### config.mk
export PLATFORM = sky130hd
export DESIGN_NAME = shortest_remaining_time_scheduler
export DESIGN_NICKNAME = d
export VERILOG_FILES = /design/src/hw/rtl/srtf_pkg.sv /design/src/hw/rtl/srtf_table.sv /design/src/hw/rtl/srtf_pick.sv /design/src/hw/rtl/shortest_remaining_time_scheduler.sv
export SDC_FILE = /design/constraint.sdc
export NUM_CORES = 1
export LEC_CHECK = 0
export BUFFER_PORTS_ARGS = -buffer_cell sky130_fd_sc_hd__buf_2
export CAP_MARGIN = 5
export CORE_ASPECT_RATIO = 1.2
export CORE_MARGIN = 3
export CORE_UTILIZATION = 50
export DETAILED_ROUTE_END_ITERATION = 7
export PLACE_DENSITY = 0.74
export SLEW_MARGIN = 20
export SYNTH_ARGS = -nofsm -noshare
export SYNTH_HDL_FRONTEND = slang
export SYNTH_SLANG_ARGS = --single-unit
### constraint.sdc
create_clock -name clk_i -period 13.75 [get_ports clk_i]
set_clock_uncertainty 0.15 [all_clocks]
set_input_delay 2.0625 -clock clk_i [delete_from_list [all_inputs] [get_ports clk_i]]
set_output_delay 2.0625 -clock clk_i [all_outputs]
set_load 0.02 [all_outputs]
### src/hw/rtl/srtf_pkg.sv
package srtf_pkg;

  // Fixed field widths of the item and result.
  localparam int unsigned SLOT_W  = 4;
  localparam int unsigned TIME_W  = 16;
  localparam int unsigned CLOCK_W = 32;
  localparam int unsigned COUNT_W = 5;
  localparam int unsigned TOTAL_W = 40;

  // Default number of job slots.
  localparam int unsigned SLOTS_DEFAULT = 16;

  // Item operation codes.
  localparam logic OP_ADD  = 1'b0;
  localparam logic OP_TICK = 1'b1;

  // Saturation limits.
  localparam logic [CLOCK_W-1:0] CLOCK_MAX = '1;
  localparam logic [COUNT_W-1:0] COUNT_MAX = '1;
  localparam logic [TOTAL_W-1:0] TOTAL_MAX = '1;

  // One job slot as held in the table memory.
  typedef struct packed {
    logic [TIME_W-1:0] arrival;
    logic [TIME_W-1:0] burst;
    logic [TIME_W-1:0] remaining;
  } entry_t;

endpackage

### src/hw/rtl/srtf_table.sv
module srtf_table import srtf_pkg::*; #(
  parameter int unsigned SLOTS = SLOTS_DEFAULT,
  parameter int unsigned IDX_W = (SLOTS > 1) ? $clog2(SLOTS) : 1
) (
  input  logic             clk_i,
  input  logic             rst_ni,
  input  logic             wr_en_i,
  input  logic [IDX_W-1:0] wr_addr_i,
  input  entry_t           wr_data_i,
  input  logic             rd_en_i,
  input  logic [IDX_W-1:0] rd_addr_i,
  output entry_t           rd_data_o
);

  entry_t           mem_q [SLOTS];
  entry_t           rd_raw_q;
  logic [SLOTS-1:0] vld_q;
  logic             rd_vld_q;

  // Synchronous single-port write, single-port read whose data is registered and appears in the cycle after the read.
  always_ff @(posedge clk_i) begin
    if (wr_en_i) begin
      mem_q[wr_addr_i] <= wr_data_i;
    end
    if (rd_en_i) begin
      rd_raw_q <= mem_q[rd_addr_i];
    end
  end

  // Per-slot valid bits so that a slot never written reads as empty.
  always_ff @(posedge clk_i or negedge rst_ni) begin
    if (!rst_ni) begin
      vld_q    <= '0;
      rd_vld_q <= 1'b0;
    end else begin
      if (wr_en_i) begin
        vld_q[wr_addr_i] <= 1'b1;
      end
      if (rd_en_i) begin
        rd_vld_q <= vld_q[rd_addr_i];
      end
    end
  end

  assign rd_data_o = rd_vld_q ? rd_raw_q : '0;

endmodule

### src/hw/rtl/srtf_pick.sv
module srtf_pick import srtf_pkg::*; #(
  parameter int unsigned SLOTS = SLOTS_DEFAULT,
  parameter int unsigned IDX_W = (SLOTS > 1) ? $clog2(SLOTS) : 1
) (
  input  logic               clk_i,
  input  logic               rst_ni,
  input  logic               start_i,
  input  logic               cmp_vld_i,
  input  logic [IDX_W-1:0]   cmp_idx_i,
  input  entry_t             cmp_entry_i,
  input  logic [CLOCK_W-1:0] clock_i,
  output logic               found_o,
  output logic [IDX_W-1:0]   best_idx_o,
  output entry_t             best_o
);

  logic             found_q;
  logic [IDX_W-1:0] best_idx_q;
  entry_t           best_q;
  logic             arrived;
  logic             better;

  // A slot qualifies when its job has arrived and still needs service; the
  // strict compare keeps the lowest slot on a tie.
  assign arrived = {{(CLOCK_W-TIME_W){1'b0}}, cmp_entry_i.arrival} <= clock_i;
  assign better  = arrived && (cmp_entry_i.remaining != '0) &&
                   (!found_q || (cmp_entry_i.remaining < best_q.remaining));

  always_ff @(posedge clk_i or negedge rst_ni) begin
    if (!rst_ni) begin
      found_q <= 1'b0;
    end else if (start_i) begin
      found_q <= 1'b0;
    end else if (cmp_vld_i && better) begin
      found_q <= 1'b1;
    end
  end

  // Running best candidate.
  always_ff @(posedge clk_i) begin
    if (cmp_vld_i && better) begin
      best_idx_q <= cmp_idx_i;
      best_q     <= cmp_entry_i;
    end
  end

  assign found_o    = found_q;
  assign best_idx_o = best_idx_q;
  assign best_o     = best_q;

endmodule

### src/hw/rtl/shortest_remaining_time_scheduler.sv
// Preemptive shortest-remaining-time-first scheduler over SLOTS job slots held
// in a synchronous table memory. An add item writes its slot if the slot is in
// range and gives no result. A tick item reads the table one slot per cycle,
// keeping the arrived job with the least nonzero remaining time (lowest slot on
// a tie), then writes back the decremented entry and computes completion
// statistics; the scan is paced by the single read port of the table. The next
// item is taken while a result waits in the output register. Time, the
// completion count and totals saturate.
module shortest_remaining_time_scheduler import srtf_pkg::*; #(
  parameter int unsigned SLOTS = SLOTS_DEFAULT
) (
  input  logic               clk_i,
  input  logic               rst_ni,
  input  logic               in_valid_i,
  output logic               in_stall_o,
  input  logic               op_i,
  input  logic [SLOT_W-1:0]  slot_i,
  input  logic [TIME_W-1:0]  arrival_i,
  input  logic [TIME_W-1:0]  burst_i,
  output logic               out_valid_o,
  input  logic               out_stall_i,
  output logic               ran_o,
  output logic [SLOT_W-1:0]  ran_slot_o,
  output logic               finished_o,
  output logic [CLOCK_W-1:0] done_time_o,
  output logic [CLOCK_W-1:0] turnaround_o,
  output logic [CLOCK_W-1:0] waiting_o,
  output logic [COUNT_W-1:0] jobs_done_o,
  output logic [TOTAL_W-1:0] sum_waiting_o,
  output logic [TOTAL_W-1:0] sum_turnaround_o
);

  localparam int unsigned IDX_W = (SLOTS > 1) ? $clog2(SLOTS) : 1;
  localparam int unsigned CMP_W = (IDX_W + 1 > SLOT_W + 1) ? IDX_W + 1 : SLOT_W + 1;
  localparam logic [IDX_W-1:0] LAST_IDX = IDX_W'(SLOTS - 1);

  localparam logic [2:0] S_IDLE  = 3'd0;
  localparam logic [2:0] S_SCAN  = 3'd1;
  localparam logic [2:0] S_DRAIN = 3'd2;
  localparam logic [2:0] S_FIN   = 3'd3;
  localparam logic [2:0] S_EMIT  = 3'd4;

  logic [2:0]         state_q, state_d;
  logic [IDX_W-1:0]   scan_q;
  logic               rd_pend_q;
  logic [IDX_W-1:0]   rd_idx_q;
  logic [CLOCK_W-1:0] clock_q;
  logic [COUNT_W-1:0] count_q;
  logic [TOTAL_W-1:0] wait_tot_q;
  logic [TOTAL_W-1:0] tat_tot_q;
  logic               fin_q;
  logic [CLOCK_W-1:0] tat_q;
  logic               out_vld_q;
  logic               ran_q;
  logic [SLOT_W-1:0]  ran_slot_q;
  logic               finished_q;
  logic [CLOCK_W-1:0] done_time_q;
  logic [CLOCK_W-1:0] tat_out_q;
  logic [CLOCK_W-1:0] wait_out_q;

  logic               in_acc;
  logic               add_acc;
  logic               tick_acc;
  logic               in_range;
  logic               rd_en;
  logic               wr_en;
  logic [IDX_W-1:0]   wr_addr;
  entry_t             wr_data;
  entry_t             rd_data;
  logic               found;
  logic [IDX_W-1:0]   best_idx;
  entry_t             best;
  logic [CLOCK_W-1:0] clock_next;
  logic [TIME_W-1:0]  rem_next;
  logic               fin_next;
  logic               out_free;
  logic [CLOCK_W-1:0] burst_ext;
  logic [CLOCK_W-1:0] wait_val;
  logic [TOTAL_W:0]   wait_sum;
  logic [TOTAL_W:0]   tat_sum;

  // Input handshake: items are taken only between ticks.
  assign in_stall_o = (state_q != S_IDLE);
  assign in_acc     = in_valid_i && !in_stall_o;
  assign add_acc    = in_acc && (op_i == OP_ADD);
  assign tick_acc   = in_acc && (op_i == OP_TICK);
  assign in_range   = CMP_W'(slot_i) < CMP_W'(SLOTS);
  assign out_free   = !out_vld_q || !out_stall_i;

  // Table write port: an add writes its slot if in range, a tick writes back its pick.
  assign rem_next = best.remaining - TIME_W'(1);
  always_comb begin
    wr_en   = 1'b0;
    wr_addr = best_idx;
    wr_data = best;
    if (add_acc) begin
      wr_en             = in_range;
      wr_addr           = IDX_W'(slot_i);
      wr_data.arrival   = arrival_i;
      wr_data.burst     = burst_i;
      wr_data.remaining = burst_i;
    end else if (state_q == S_FIN) begin
      wr_en             = found;
      wr_data.remaining = rem_next;
    end
  end

  assign rd_en = (state_q == S_SCAN);

  srtf_table #(
    .SLOTS (SLOTS),
    .IDX_W (IDX_W)
  ) u_table (
    .clk_i     (clk_i),
    .rst_ni    (rst_ni),
    .wr_en_i   (wr_en),
    .wr_addr_i (wr_addr),
    .wr_data_i (wr_data),
    .rd_en_i   (rd_en),
    .rd_addr_i (scan_q),
    .rd_data_o (rd_data)
  );

  srtf_pick #(
    .SLOTS (SLOTS),
    .IDX_W (IDX_W)
  ) u_pick (
    .clk_i       (clk_i),
    .rst_ni      (rst_ni),
    .start_i     (tick_acc),
    .cmp_vld_i   (rd_pend_q),
    .cmp_idx_i   (rd_idx_q),
    .cmp_entry_i (rd_data),
    .clock_i     (clock_q),
    .found_o     (found),
    .best_idx_o  (best_idx),
    .best_o      (best)
  );

  // Sequencer.
  always_comb begin
    state_d = state_q;
    case (state_q)
      S_IDLE: begin
        if (tick_acc) begin
          state_d = S_SCAN;
        end
      end
      S_SCAN: begin
        if (scan_q == LAST_IDX) begin
          state_d = S_DRAIN;
        end
      end
      S_DRAIN: state_d = S_FIN;
      S_FIN:   state_d = S_EMIT;
      S_EMIT: begin
        if (out_free) begin
          state_d = S_IDLE;
        end
      end
      default: state_d = S_IDLE;
    endcase
  end

  // Tick arithmetic.
  assign clock_next = (clock_q == CLOCK_MAX) ? clock_q : clock_q + CLOCK_W'(1);
  assign fin_next   = found && (rem_next == '0);
  assign burst_ext  = {{(CLOCK_W-TIME_W){1'b0}}, best.burst};
  assign wait_val   = (fin_q && (tat_q >= burst_ext)) ? tat_q - burst_ext : '0;
  assign wait_sum   = {1'b0, wait_tot_q} + (TOTAL_W+1)'(wait_val);
  assign tat_sum    = {1'b0, tat_tot_q} + (TOTAL_W+1)'(tat_q);

  // Control state, clock and running statistics.
  always_ff @(posedge clk_i or negedge rst_ni) begin
    if (!rst_ni) begin
      state_q    <= S_IDLE;
      scan_q     <= '0;
      rd_pend_q  <= 1'b0;
      rd_idx_q   <= '0;
      clock_q    <= '0;
      count_q    <= '0;
      wait_tot_q <= '0;
      tat_tot_q  <= '0;
      fin_q      <= 1'b0;
      out_vld_q  <= 1'b0;
    end else begin
      state_q   <= state_d;
      rd_pend_q <= rd_en;
      rd_idx_q  <= scan_q;
      if (tick_acc) begin
        scan_q <= '0;
      end else if (rd_en && (scan_q != LAST_IDX)) begin
        scan_q <= scan_q + IDX_W'(1);
      end
      if (state_q == S_FIN) begin
        clock_q <= clock_next;
        fin_q   <= fin_next;
      end
      if (out_vld_q && !out_stall_i) begin
        out_vld_q <= 1'b0;
      end
      if ((state_q == S_EMIT) && out_free) begin
        out_vld_q <= 1'b1;
        if (fin_q) begin
          if (count_q != COUNT_MAX) begin
            count_q <= count_q + COUNT_W'(1);
          end
          wait_tot_q <= wait_sum[TOTAL_W] ? TOTAL_MAX : wait_sum[TOTAL_W-1:0];
          tat_tot_q  <= tat_sum[TOTAL_W] ? TOTAL_MAX : tat_sum[TOTAL_W-1:0];
        end
      end
    end
  end

  // Turnaround of a finishing job, and the result payload.
  always_ff @(posedge clk_i) begin
    if (state_q == S_FIN) begin
      tat_q <= fin_next ? clock_next - {{(CLOCK_W-TIME_W){1'b0}}, best.arrival} : '0;
    end
    if ((state_q == S_EMIT) && out_free) begin
      ran_q       <= found;
      ran_slot_q  <= found ? SLOT_W'(best_idx) : '0;
      finished_q  <= fin_q;
      done_time_q <= clock_q;
      tat_out_q   <= tat_q;
      wait_out_q  <= wait_val;
    end
  end

  assign out_valid_o      = out_vld_q;
  assign ran_o            = ran_q;
  assign ran_slot_o       = ran_slot_q;
  assign finished_o       = finished_q;
  assign done_time_o      = done_time_q;
  assign turnaround_o     = tat_out_q;
  assign waiting_o        = wait_out_q;
  assign jobs_done_o      = count_q;
  assign sum_waiting_o    = wait_tot_q;
  assign sum_turnaround_o = tat_tot_q;

  // A result appears only from the emit step.
  assert property (@(posedge clk_i) disable iff (!rst_ni)
    $rose(out_vld_q) |-> $past(state_q == S_EMIT))
    else $error("result raised outside the emit step");

  // A picked job always still needs service when it is written back.
  assert property (@(posedge clk_i) disable iff (!rst_ni)
    ((state_q == S_FIN) && found) |-> (best.remaining != '0))
    else $error("picked slot has no remaining time");

  // The scheduler clock never runs backwards.
  assert property (@(posedge clk_i) disable iff (!rst_ni)
    1'b1 |=> (clock_q >= $past(clock_q)))
    else $error("clock decreased");

  // A finished tick always reports a job that ran.
  assert property (@(posedge clk_i) disable iff (!rst_ni)
    (out_vld_q && finished_q) |-> ran_q)
    else $error("finished without a running job");

endmodule
==> impl_metrics.py <==
metrics = {
    "critical_path": {
        "cp-start-kind": "flop",
        "crit_path_top_delay_cell": "a2111oi_1",
        "crit_top_cell": "nand2_1",
        "cp_max_fo": 32,
        "worstSetupPathType": "reg2reg",
        "worstPathArrival_ns": 7.22,
        "required_ns": 14.17,
        "cpPeakStageDelay_ns": 0.72,
        "worstSetupEndpointType": "flop",
        "cp_cell_sequence": "inv_1 > ha_1 > inv_1 > fa_1 > a21o_1 > a21oi_1 > o21bai_1 > a2111oi_0 > o31a_1 > o21a_1 > nand2_1 > nand2_1 > buf_4 > nor2_1 > ha_1 > a211oi_1 > o21ai_0 > a2111oi_1 > o311ai_0 > nand2_1 > o21ai_0 > a41oi_1 > nor2_1 > mux2_2",
    },
    "synth": {
        "syn_area_per_cell_um2": 15.9,
        "synth_top_area_share": 0.596,
        "yosysWarningCount": 0,
        "yosysSeqAreaShare": 0.669,
        "yosysTopAreaCell": "edfxtp_1",
        "async_flop_share": 0.129,
        "synth-main-ff-cell": "edfxtp_1",
        "synth.area.top_cells": "edfxtp_1, mux4_2, dfrtp_1",
        "ys_seq_elements": 1151,
        "synth_edf_count": 1002,
        "synth_fp_nets": 3355,
        "syn_inst": 3177,
        "ys_types": 92,
        "synth_area_um2": 50500,
    },
    "clocking": {
        "htreeDepth": 3,
        "cts-buffers-inserted": 106,
        "post_cts_buffers": 0,
        "clockRootBuffer": "clkbuf_16",
        "hold_buffers": 0,
        "cts_resized": 0,
        "cts.clk_slew.worst_paths_ns": 0.06,
        "insertion_delay_ns": 0.69,
        "cts_tree": "yes",
        "cts_sinks": 1151,
        "cts_buffer_depth": 3,
    },
    "placed_design": {
        "portBuffers": 229,
        "place_congestion": 0.954,
        "pre_cts_ws_ns": 6.83,
        "placed_cells": 4650,
        "post-dp-hpwl_um": 76700,
    },
    "power_and_ir_drop": {
        "vdd.ir_drop.worst_uv": 135,
        "leakage_nw": 20.4,
        "pwr_density_cell_nw_per_um2": 183,
    },
    "floorplanning": {
        "design.core.area_um2": 100000,
        "start_util": 0.505,
        "boundaryPins": 230,
        "dieArea_um2": 105000,
        "rows": 127,
        "die_h_um": 354,
        "dieWidth_um": 296,
    },
    "timing": {
        "setup_viol": 0,
        "period_share": 0.495,
        "fin_crit_ns": 6.80,
        "tns_ns": 0,
        "finalHoldViolCount": 0,
        "setup_ws_ns": 6.95,
        "grt_setup_unrepaired": "false",
        "fmax_mhz": 147,
        "slew_headroom": 0.256,
        "slew_violations": 0,
        "tightest_slew_ns": 1.12,
    },
    "global_routing": {
        "grt_antenna_before_repair": 5,
        "grt_usage": 0.243,
        "grt_pass1_wl_um": 189000,
        "grt_max_degree": 91,
        "grt-ovfl-total": 0,
        "grt_pass1_vias": 29800,
    },
    "drt": {
        "vias": 29700,
        "routed_via_density": 6.12,
        "drc": 0,
        "wirelength_um": 127000,
        "drtPass1Iterations": 5,
        "drt_iter0_markers": 2778,
        "routedWlPerCell_um": 26.2,
        "ant_nets": 0,
    },
    "run": {
        "max-cap-violations": 0,
    },
    "status": {
        "status": "completed",
    },
    "final_layout": {
        "area_delta_synth_final_pct": 12.9,
        "nNetsFinal": 3646,
        "fin_cells": 4853,
        "drive_gt1_frac": 0.229,
    },
    "hold_path": {
        "hp-class": "reg2reg",
    },
}
path summary, 6_finish.rpt:
kind,start,endpoint,slack [ns],cells after the start
setup / recovery,tat_q[0],sum_waiting_o[39],6.95,24
hold / removal,rd_idx_q[0],u_pick.best_idx_o[0],0.27,0
setup reg to reg,tat_q[0],sum_waiting_o[39],6.95,24
hold reg to reg,rd_idx_q[0],u_pick.best_idx_o[0],0.27,0
max in group asynchronous,rst_ni,sum_waiting_o[9],10.66,2
min in group asynchronous,rst_ni,clock_q[15],1.32,1
cells in the mapped netlist (all sizes together) (13+ instances only):
cell,number
nand4,27
a21o,43
o21a,18
nor2b,15
nor4,23
a31oi,29
clkbuf,90
nor2,222
nand2,171
xnor2,128
buf,34
and2,61
nor3,44
a211oi,15
mux2,13
edfxtp,1002
o21ai,126
ha,133
nand2b,17
mux4,245
xor2,52
inv,105
dfrtp,149
o31ai,14
nand3,62
or2,20
or3,15
o22a,33
a21oi,127
and3,23
cell type report:
type | count | area (um2)
Fill cell | 7540 | 43100
Antenna cell | 3 | 7.51
Inverter | 106 | 400
Tap cell | 1290 | 1610
Timing Repair Buffer | 307 | 1740
Clock inverter | 67 | 622
Multi-Input combinational cell | 1796 | 15900
Clock buffer | 133 | 2900
Sequential cell | 1151 | 33800
cells by family (layout without fill, tap and decap cells):
group | Yosys count | in the layout | synth area share
buf+inv | 230 | 613 | 0.0183
other cells | 0 | 3 | 0
mux | 264 | 264 | 0.113
simple gates | 732 | 732 | 0.0713
compound gates | 483 | 483 | 0.0619
flops | 1151 | 1151 | 0.669
xor+xnor | 180 | 180 | 0.0312
fa+ha+maj | 137 | 137 | 0.0345
critical path, delay by kind of cell (launching register included):
| kind | cells | cell delay, ns |
|---|---|---|
| compound gates | 12 | 3.92 |
| simple gates | 5 | 0.56 |
| buf+inv | 3 | 0.48 |
| mux | 1 | 0.27 |
| fa+ha+maj | 3 | 0.89 |
| flops | 1 | 0.41 |
cell usage in the layout (no fill, tap or decap), types with 41 or more instances in the layout:
master     instances
edfxtp_1        1002
mux4_2           245
buf_2            228
nor2_1           204
nand2_1          171
dfrtp_1          146
ha_1             133
xnor2_1          128
a21oi_1          125
o21ai_0          114
clkbuf_16        111
inv_1            104
buf_4             78
nand3_1           61
and2_1            57
xor2_1            52
a21o_1            42
nor3_1            41
flip-flops by register name, summed over array words and instances, names as in the netlist, 5 cells and up:
signal and cells:
u_table.mem_q 768, waiting_o 32, u_pick.best_o 48, u_table.rd_raw_q 48
clock_q 32, turnaround_o 32, sum_waiting_o 40, sum_turnaround_o 40
u_table.vld_q 16, tat_q 32, done_time_o 32, jobs_done_o 5
report_power, final:
group	switching, W	internal [W]	total [W]
Clock	0.00130	0.00167	0.00297
Sequential	0.000217	0.00450	0.00472
Combinational	0.00159	0.00116	0.00274
through the flow:
stage	hold slack [ns]	util	power (W)	area (um2)
after global routing	0.284	0.570	0.0109	57000
after detailed placement	0.256	0.534	0.00751	53500
after global placement	0.253	0.534	0.00745	53500
final	0.271	0.570	0.0104	57000
after CTS	0.272	0.570	0.0105	57000
after floorplan	0.202	-	0.00664	50500
routing by layer:
| layer | vias up | track usage | wire length (um) |
|---|---|---|---|
| met5 | - | 0 | 40 |
| met4 | 6 | 0.0975 | 5290 |
| met3 | 276 | 0.0439 | 10700 |
| met2 | 1384 | 0.404 | 63000 |
| met1 | 15100 | 0.318 | 48300 |
| li1 | 13000 | - | - |
Power figures use the tool's default switching activity.
